==> src/design/path_follow_pid_step_defines.svh <==
// Assertion macros for the path-following PID step block.
// Included by design files that carry concurrent checks; no other dependencies.
`ifndef PATH_FOLLOW_PID_STEP_DEFINES_SVH
`define PATH_FOLLOW_PID_STEP_DEFINES_SVH

`ifndef SYNTH
`define PFPS_ASSERT(label, prop, msg) \
  label: assert property (@(posedge clk_i) disable iff (!rst_ni) (prop)) else $error(msg);
`define PFPS_ASSERT_RST(label, prop, msg) \
  label: assert property (@(posedge clk_i) (prop)) else $error(msg);
`else
`define PFPS_ASSERT(label, prop, msg)
`define PFPS_ASSERT_RST(label, prop, msg)
`endif

`endif

==> src/design/pfps_pkg.sv <==
// Types and fixed-point constants for the path-following PID step block.
// No dependencies.
package pfps_pkg;

  localparam int unsigned InW   = 24;
  localparam int unsigned GainW = 16;
  localparam int unsigned ErrW  = 26;
  localparam int unsigned LatW  = 25;
  localparam int unsigned OpAW  = 28;
  localparam int unsigned OpBW  = 17;
  localparam int unsigned ProdW = OpAW + OpBW;
  localparam int unsigned AccW  = 48;
  localparam int unsigned OutW  = 16;

  localparam logic signed [InW-1:0]   Deg0     = 24'sd0;
  localparam logic signed [InW-1:0]   Deg180   = 24'sd46080;
  localparam logic signed [InW-1:0]   Deg90    = 24'sd23040;
  localparam logic signed [InW-1:0]   DegNeg90 = -24'sd23040;
  localparam logic signed [ErrW-1:0]  Deg360   = 26'sd92160;
  localparam logic signed [OpBW-1:0]  WLat     = 17'sd36045;
  localparam logic signed [OpBW-1:0]  WHead    = 17'sd29491;
  localparam logic signed [AccW-1:0]  MixRound = 48'sd32768;
  localparam logic signed [AccW-1:0]  OutRound = 48'sd128;
  localparam logic signed [AccW-1:0]  LimitQ16 = 48'sd6553600;
  localparam logic signed [OutW-1:0]  LimitQ8  = 16'sd25600;

  typedef enum logic [1:0] {
    REG_GAIN_P = 2'd0,
    REG_GAIN_I = 2'd1,
    REG_GAIN_D = 2'd2
  } reg_idx_e;

  typedef enum logic [3:0] {
    S_IDLE,
    S_MUL_LAT,
    S_MUL_HEAD,
    S_MIX_ADD,
    S_MIX_DONE,
    S_MUL_P,
    S_MUL_I,
    S_MUL_D,
    S_PID_ADD,
    S_CLAMP
  } state_e;

endpackage

==> src/design/path_follow_pid_step.sv <==
// Path-following incremental PID step: heading/lateral error mix, PID increment, clamp.
// Depends on pfps_pkg and path_follow_pid_step_defines.svh.
//
// One control tick enters per input transfer and yields one output transfer. In each
// tick, one shared 28x17 signed multiplier with a registered product and one 48-bit
// accumulator run five products in sequence (two for the 0.55/0.45 error mix, three
// for the P, I and D terms), followed by the clamp to +-100. Input is taken again in
// the cycle after the result is loaded. Input is not taken while a tick is in
// progress; a finished result waits in the output register while the next tick is
// taken, and the sequencer holds in its last step only if that register is still full.
// Gains are written through the plain write port; the user must write them only while
// the block is idle, as the block itself does not enforce this.
`include "path_follow_pid_step_defines.svh"

module path_follow_pid_step (
  input  logic        clk_i,
  input  logic        rst_ni,
  input  logic        cfg_we_i,
  input  logic [1:0]  cfg_idx_i,
  input  logic [15:0] cfg_data_i,
  input  logic        s_axis_tvalid,
  output logic        s_axis_tready,
  // target_heading [23:0], current_heading [47:24], offset_x [71:48], offset_y [95:72]
  input  logic [95:0] s_axis_tdata,
  output logic        m_axis_tvalid,
  input  logic        m_axis_tready,
  // drive [15:0]
  output logic [15:0] m_axis_tdata,
  // clamped [0]
  output logic        m_axis_tuser
);
  import pfps_pkg::*;

  state_e state_q, state_d;

  logic [GainW-1:0] gain_p_q, gain_i_q, gain_d_q;
  logic signed [ErrW-1:0] herr_q, e_q, e1_q, e2_q;
  logic signed [LatW-1:0] lat_q;
  logic pick_q;
  logic signed [ProdW-1:0] prod_q;
  logic signed [AccW-1:0] acc_q;
  logic m_valid_q;
  logic signed [OutW-1:0] drive_q;
  logic clamped_q;

  logic signed [InW-1:0] tgt, cur, ox, oy;
  logic signed [ErrW-1:0] cur_adj, herr_d;
  logic signed [LatW-1:0] lat_d;
  logic pick_d;
  logic in_xfer, out_free, out_load;
  logic signed [OpAW-1:0] op_a;
  logic signed [OpBW-1:0] op_b;
  logic signed [ProdW-1:0] mul_res;
  logic signed [AccW-1:0] prod_ext, acc_rnd;

  assign tgt = s_axis_tdata[23:0];
  assign cur = s_axis_tdata[47:24];
  assign ox  = s_axis_tdata[71:48];
  assign oy  = s_axis_tdata[95:72];

  always_comb begin
    if (tgt == Deg180 && cur < 0) begin
      cur_adj = ErrW'(cur) + Deg360;
    end else begin
      cur_adj = ErrW'(cur);
    end
    herr_d = ErrW'(tgt) - cur_adj;
    pick_d = 1'b1;
    priority if (tgt == Deg0) begin
      lat_d = LatW'(oy);
    end else if (tgt == Deg180) begin
      lat_d = -LatW'(oy);
    end else if (tgt == Deg90) begin
      lat_d = -LatW'(ox);
    end else if (tgt == DegNeg90) begin
      lat_d = LatW'(ox);
    end else begin
      lat_d  = '0;
      pick_d = 1'b0;
    end
  end

  assign s_axis_tready = (state_q == S_IDLE);
  assign in_xfer       = s_axis_tvalid && s_axis_tready;
  assign out_free      = !m_valid_q || m_axis_tready;

  // Sequencer and shared multiplier operand select.
  always_comb begin
    state_d  = state_q;
    op_a     = '0;
    op_b     = '0;
    out_load = 1'b0;
    unique case (state_q)
      S_IDLE: begin
        if (in_xfer) state_d = S_MUL_LAT;
      end
      S_MUL_LAT: begin
        op_a    = OpAW'(lat_q);
        op_b    = WLat;
        state_d = S_MUL_HEAD;
      end
      S_MUL_HEAD: begin
        op_a    = OpAW'(herr_q);
        op_b    = WHead;
        state_d = S_MIX_ADD;
      end
      S_MIX_ADD:  state_d = S_MIX_DONE;
      S_MIX_DONE: state_d = S_MUL_P;
      S_MUL_P: begin
        op_a    = OpAW'(e_q) - OpAW'(e1_q);
        op_b    = OpBW'(signed'({1'b0, gain_p_q}));
        state_d = S_MUL_I;
      end
      S_MUL_I: begin
        op_a    = OpAW'(e_q);
        op_b    = OpBW'(signed'({1'b0, gain_i_q}));
        state_d = S_MUL_D;
      end
      S_MUL_D: begin
        op_a    = OpAW'(e_q) - (OpAW'(e1_q) <<< 1) + OpAW'(e2_q);
        op_b    = OpBW'(signed'({1'b0, gain_d_q}));
        state_d = S_PID_ADD;
      end
      S_PID_ADD:  state_d = S_CLAMP;
      S_CLAMP: begin
        if (out_free) begin
          out_load = 1'b1;
          state_d  = S_IDLE;
        end
      end
      default:    state_d = S_IDLE;
    endcase
  end

  assign mul_res  = op_a * op_b;
  assign prod_ext = AccW'(prod_q);
  assign acc_rnd  = acc_q + OutRound;

  always_ff @(posedge clk_i or negedge rst_ni) begin
    if (!rst_ni) begin
      state_q   <= S_IDLE;
      gain_p_q  <= '0;
      gain_i_q  <= '0;
      gain_d_q  <= '0;
      e1_q      <= '0;
      e2_q      <= '0;
      m_valid_q <= 1'b0;
    end else begin
      state_q <= state_d;
      if (cfg_we_i) begin
        unique case (cfg_idx_i)
          REG_GAIN_P: gain_p_q <= cfg_data_i;
          REG_GAIN_I: gain_i_q <= cfg_data_i;
          REG_GAIN_D: gain_d_q <= cfg_data_i;
          default: ;
        endcase
      end
      if (out_load) begin
        m_valid_q <= 1'b1;
        e2_q      <= e1_q;
        e1_q      <= e_q;
      end else if (m_axis_tready) begin
        m_valid_q <= 1'b0;
      end
    end
  end

  always_ff @(posedge clk_i) begin
    prod_q <= mul_res;
    if (in_xfer) begin
      herr_q <= herr_d;
      lat_q  <= lat_d;
      pick_q <= pick_d;
      acc_q  <= MixRound;
    end
    unique case (state_q)
      S_MUL_HEAD, S_MIX_ADD, S_MUL_I, S_MUL_D, S_PID_ADD: begin
        acc_q <= acc_q + prod_ext;
      end
      S_MIX_DONE: begin
        acc_q <= '0;
        e_q   <= pick_q ? acc_q[ErrW+15:16] : e1_q;
      end
      default: ;
    endcase
    if (out_load) begin
      if (acc_q > LimitQ16) begin
        drive_q   <= LimitQ8;
        clamped_q <= 1'b1;
      end else if (acc_q < -LimitQ16) begin
        drive_q   <= -LimitQ8;
        clamped_q <= 1'b1;
      end else begin
        drive_q   <= acc_rnd[OutW+7:8];
        clamped_q <= 1'b0;
      end
    end
  end

  assign m_axis_tvalid = m_valid_q;
  assign m_axis_tdata  = drive_q;
  assign m_axis_tuser  = clamped_q;

  `PFPS_ASSERT_RST(a_reset_idle, !rst_ni |=> state_q == S_IDLE && !m_axis_tvalid,
    "block not idle after reset")
  `PFPS_ASSERT(a_start_seq, in_xfer |=> state_q == S_MUL_LAT,
    "input transfer did not start the sequence")
  `PFPS_ASSERT(a_load_valid, out_load |=> m_axis_tvalid,
    "finished tick not presented at output")
  `PFPS_ASSERT(a_clamp_value,
    m_axis_tvalid && m_axis_tuser |-> drive_q == LimitQ8 || drive_q == -LimitQ8,
    "clamped result not at limit")
  `PFPS_ASSERT(a_drive_range,
    m_axis_tvalid |-> drive_q <= LimitQ8 && drive_q >= -LimitQ8,
    "drive outside +-100")

endmodule

==> config.mk <==
export PLATFORM = sky130hd
export DESIGN_NAME = path_follow_pid_step
export DESIGN_NICKNAME = d
export VERILOG_FILES = /design/src/design/pfps_pkg.sv /design/src/design/path_follow_pid_step.sv
export VERILOG_INCLUDE_DIRS = /design/src /design/src/design
export SDC_FILE = /design/constraint.sdc
export NUM_CORES = 2
export LEC_CHECK = 0
export ABC_AREA = 0
export ABC_CLOCK_PERIOD_IN_PS = 27600
export BUFFER_PORTS_ARGS = -buffer_cell sky130_fd_sc_hd__buf_2
export CORE_MARGIN = 2
export CORE_UTILIZATION = 45
export DETAILED_ROUTE_END_ITERATION = 7
export PLACE_DENSITY_LB_ADDON = 0.25
export SYNTH_ARGS = -nofsm -noshare
export SYNTH_HDL_FRONTEND = slang
export SYNTH_SLANG_ARGS = --single-unit
==> constraint.sdc <==
create_clock -name clk_i -period 27.6 [get_ports clk_i]
set_input_delay 1.38 -clock clk_i [delete_from_list [all_inputs] [get_ports clk_i]]
set_output_delay 1.38 -clock clk_i [all_outputs]
set_load 0.02 [all_outputs]
# ---- Word-level counts from Yosys, hierarchy flattened
# Index checks and enable logic that the tools add are counted.
dict set report totals {
  reg_bits 293
  in_bits 119
  output_inout_bits 19
  word_cells 81
}
dict set report op_classes {
  addsub 9
  n_mul 1
  order_cmp 3
  n_eq_ne 16
  n_mux 20
  n_reduce_logical 16
}
# op count
set op_table {}
lappend op_table {{$pmux 28 s5} 1}
lappend op_table {{$mux 25} 4}
lappend op_table {{$pmux 48 s2} 1}
lappend op_table {{$pmux 16 s5} 1}
lappend op_table {{$mux 26} 2}
lappend op_table {{$neg 24->25} 2}
lappend op_table {{$add 48x45->48} 1}
lappend op_table {{$eq 24x16->1 const B} 2}
lappend op_table {{$gt 48x24->1 const B} 1}
lappend op_table {{$lt 48x24->1 const B} 1}
lappend op_table {{$mux 48} 1}
lappend op_table {{$mul 28x17->45} 1}
lappend op_table {{$pmux 4 s10} 1}
lappend op_table {{$add 28x26->28} 1}
lappend op_table {{$sub 26x27->28} 1}
lappend op_table {{$sub 26x26->27} 1}
lappend op_table {{$sub 24x26->26} 1}
lappend op_table {{$add 24x18->25 const B} 1}
lappend op_table {{$add 24x9->24 const B} 1}
lappend op_table {{$eq 24x17->1 const B} 1}
lappend op_table {{$logic_not 24->1} 1}
lappend op_table {{$lt 24x1->1 const B} 1}
lappend op_table {{$eq 4x3->1 const B} 4}
lappend op_table {{$mux 16} 1}
lappend op_table {{20 further kinds} 32}

# ---- Longest topological paths before layout
dict set report logic_depth {
  word_depth 5
  depth_mapped 40
  ltp_nobuf 38
}

# ---- Worst setup path before layout
# No wires, ideal clock.
dict set report synth_timing {
  path_kind {reg-to-reg}
  startpoint {register e_q[7]}
  endpoint {register prod_q[43]}
  setup_time_ps 72
  arrival_ps 9105
  t_required_ps 27528
  setup_slack_ps 18423
  path_stages_with_launch 38
  path_buffers 1
  synth_period_minus_slack_ps 9177
  path_cell_list {edfxtp_1 > inv_1 > fa_1 > inv_1 > ha_1 > a2111o_1 > o2111ai_1 > a21boi_1 > a221oi_1 > o21ai_1 > a21oi_1 > xor2_1 > nor2_1 > nor3_1 > nor2_1 > fa_1 > inv_1 > fa_1 > (+2 left out) > fa_1 > fa_1 > inv_1 > fa_1 > inv_1 > ha_1 > clkbuf_1 > a21o_1 > a21o_1 > a21oi_1 > nor2_1 > a2111oi_0 > o21bai_1 > a32oi_1 > o31ai_1 > o21a_1 > a311oi_1 > xnor2_1}
}
dict set report synth_between {
  elab_chain_len 4
  word_cells_on_any_way 5
}
# item line_no
set synth_lines {}
lappend synth_lines {{start: declaration} path_follow_pid_step.sv:37} ;# logic signed [ErrW-1:0] herr_q, e_q, e1_q, e2_q;
lappend synth_lines {{start signal: assignment} path_follow_pid_step.sv:182} ;# e_q <= pick_q ? acc_q[ErrW+15:16] : e1_q;
lappend synth_lines {{$sub 26x27->28} path_follow_pid_step.sv:120} ;# op_a = OpAW'(e_q) - (OpAW'(e1_q) <<< 1) + OpAW'(e2_q);
lappend synth_lines {{$add 28x26->28} path_follow_pid_step.sv:120}
lappend synth_lines {{$pmux 28 s5 *} path_follow_pid_step.sv:93} ;# unique case (state_q)
lappend synth_lines {{$mul 28x17->45 *} path_follow_pid_step.sv:135} ;# assign mul_res = op_a * op_b;
lappend synth_lines {{named net mul_res[43]} path_follow_pid_step.sv:53} ;# logic signed [ProdW-1:0] mul_res;
lappend synth_lines {{end signal: assignment} path_follow_pid_step.sv:169} ;# prod_q <= mul_res;
lappend synth_lines {{end: declaration} path_follow_pid_step.sv:40} ;# logic signed [ProdW-1:0] prod_q;
# The timed path passes the listed nets; every way through them passes the cells marked *.
# A chain may end at the register's enable or synchronous reset.

# ---- Worst setup path in the final report
dict set report layout_timing {
  startpoint {register e_q[2]}
  endpoint {register prod_q[44]}
}
# Same word-level chain as after synthesis.

==> results.py <==
metrics = {
    "place": {
        "placed_cell_area_mm2": 0.0373,
        "port_buffers": 137,
        "pre_cts_slack_ns": 17.01,
        "gp_congestion": 0.931,
        "dp_hpwl_mm": 78.6,
        "placed_cells": 5036,
    },
    "status": {
        "status": "finished, final reports clean",
    },
    "detailed_routing": {
        "ant_nets": 0,
        "wl_per_cell_um": 19.7,
        "drc": 0,
        "routed_wl_mm": 100,
        "vias": 28200,
        "viasPerCell": 5.53,
        "firstDrtPassIters": 5,
        "drt_iter0_markers": 2314,
    },
    "global_routing": {
        "grt_pass1_vias": 28700,
        "antenna_found_initial": 8,
        "grt-ovfl-total": 0,
        "grt_max_degree": 77,
        "grt_pass1_wl_mm": 161,
        "track_usage_pct": 25.4,
    },
    "finish": {
        "drive_gt1_share_pct": 8.10,
        "fill_cells": 7404,
        "final-seq-area_mm2": 0.00782,
        "area_growth_pct": 8.95,
        "finish.instance_area_mm2": 0.0386,
        "final_nets": 4854,
        "final_cells": 5105,
        "multiInputGateArea_mm2": 0.0246,
    },
    "timing": {
        "min_period_ns": 10.92,
        "post-route-period-util_pct": 39.6,
        "fmax_mhz": 91.6,
        "slew_headroom_pct": 17.6,
        "clock_skew_ns": 0.0138,
        "worst_slew_pin_slew_ns": 1.23,
        "drv_slew": 0,
        "setup-tns-final_ns": 0,
        "rsz0062_at_grt": "no",
        "finalHoldViolCount": 0,
        "setup_slack_ns": 16.68,
        "setup_viol": 0,
    },
    "synthesis": {
        "synth-edff-count": 143,
        "yosysWarnings": 0,
        "syn-instance-count": 3942,
        "synth_top_area_share_pct": 26.1,
        "syn_area_mm2": 0.0354,
        "synth_fp_nets": 4761,
        "synth.most_common_cell": "inv_1",
        "yosys-top-cells-count": "694 x inv_1, 484 x nand2_1, 462 x fa_1",
        "seq_area_frac_synth_pct": 22.1,
        "synth.area.top_cells": "fa_1 26%, edfxtp_1 12%, ha_1 8.4%",
        "synth.distinct_cells": 86,
        "avgSynthCellArea_um2": 8.98,
        "synth_largest_area_cell": "fa_1",
        "synth_top_flop_cell": "edfxtp_1",
        "synth_seq_cells": 293,
        "synthArstFlopShare_pct": 35.8,
    },
    "clock_tree": {
        "cts_hold_buf": 0,
        "cts_tree": "done",
        "cts_root_buf": "clkbuf_16",
        "cts_buffers": 37,
        "cts_sinks": 293,
        "worstSkewPairLatency_ns": 0.56,
        "clk_pin_slew_worst_paths_ns": 0.06,
        "postCtsSetupBuffers": 0,
        "htreeDepth": 2,
        "cts_resized": 0,
        "clockBufferDepth": 3,
    },
    "critical_path": {
        "worstReg2RegStart": "e_q[2]",
        "critPathSlowestCell": "a21oi_1",
        "crit_top_cell": "fa_1",
        "crit_arrival_ns": 11.36,
        "required_ns": 28.04,
        "end_kind": "flop",
        "critPathMaxFanout": 13,
        "cp_slowest_stage_delay_ns": 0.87,
        "cp-start-kind": "flop",
        "critPathLaunch": "e_q[2]",
        "crit_type": "flop to flop",
    },
    "floorplanning": {
        "chipWidth_um": 285,
        "coreArea_mm2": 0.0777,
        "ioPinCount": 138,
        "die_y_um": 285,
        "start_util_pct": 45.6,
        "dieArea_mm2": 0.0809,
        "rows": 102,
    },
    "worst_hold_path": {
        "hp-class": "flop to flop",
        "hp-start": "e2_q[18]",
    },
    "flow_run": {
        "drv_cap": 0,
    },
}
[per-layer routing]
layer	global-route usage, %	vias to the layer above	part of all wire, %
met5	0	-	0
met3	3.62	199	6.9
met4	11.8	0	5.1
met2	40.2	927	45
met1	34.6	14000	43
li1	-	13200	-
[cell usage in the layout (no fill, tap or decap), drive strengths merged, types with 10 or more instances in the layout]
master / count
inv: 700
a22oi: 10
and3: 19
ha: 238
a211o: 12
nand2b: 30
nor3: 41
a222oi: 21
o31ai: 10
dfrtp: 105
xor2: 77
dfxtp: 45
clkbuf: 51
o21bai: 19
nand3: 43
a21o: 105
a221oi: 11
o211ai: 18
a211oi: 14
edfxtp: 143
nand2: 485
nor2: 341
nand4: 37
nor4: 23
or3: 24
a31oi: 19
mux2: 48
buf: 185
o21ai: 190
fa: 462
xnor2: 110
a221o: 10
o221ai: 12
a21oi: 173
nor2b: 37
and4: 16
o311ai: 10
o21a: 22
and2: 26
[final cells by class]
cell class	count	area share [%]
Tap cell	1040	3.37
Multi-Input combinational cell	2821	63.6
Timing Repair Buffer	185	2.72
Clock inverter	16	0.574
Antenna cell	2	0.0130
Sequential cell	293	20.3
Clock buffer	51	2.61
Inverter	697	6.78
[metrics by stage]
stage	hold WS, ns	util, %
after global routing	0.508	49.6
after detailed placement	0.472	48.0
after CTS	0.485	49.6
after global placement	0.464	48.0
after floorplan	0.450	-
final	0.479	49.6
[worst paths after layout]
path                           endpoint  slack [ns]  depth (start not counted)
max                          prod_q[44]       16.68                         37
min                            e2_q[18]        0.48                          2
max reg2reg                  prod_q[44]       16.68                         37
min reg2reg                    e2_q[18]        0.48                          2
max in group asynchronous       e2_q[2]       25.55                          2
min in group asynchronous  gain_p_q[10]        0.91                          1
[registers in the layout (all words and copies together) (netlist names)]
register,cells
prod_q,45
acc_q,48
m_axis_tvalid,1
lat_q,25
gain_i_q,16
pick_q,1
herr_q,26
state_q,4
m_axis_tdata,16
e_q,26
e1_q,26
m_axis_tuser,1
e2_q,26
gain_d_q,16
gain_p_q,16
[critical path: cells and delay by family (launching register included)]
family / cells / cell delay [ns]
flip-flops: 1 / 0.37
XOR/XNOR: 1 / 0.12
buffers and inverters: 6 / 0.33
AND/OR/NAND/NOR: 7 / 1.36
AO/OA/AOI/OAI: 14 / 4.38
adder cells (fa/ha/maj): 9 / 4.24
[kinds of logic after synthesis]
logic type,synth area share (%)
DFF,22.1
AOI/OAI and AO/OA,13.6
muxes,1.67
xor gates and xnor gates,4.63
adders and majority gates,34.5
and+or+nand+nor,14.6
buffers and inverters,8.83
Power is not shown: default switching activity piles up to over one toggle a cycle in this logic, so the estimate is an artifact.
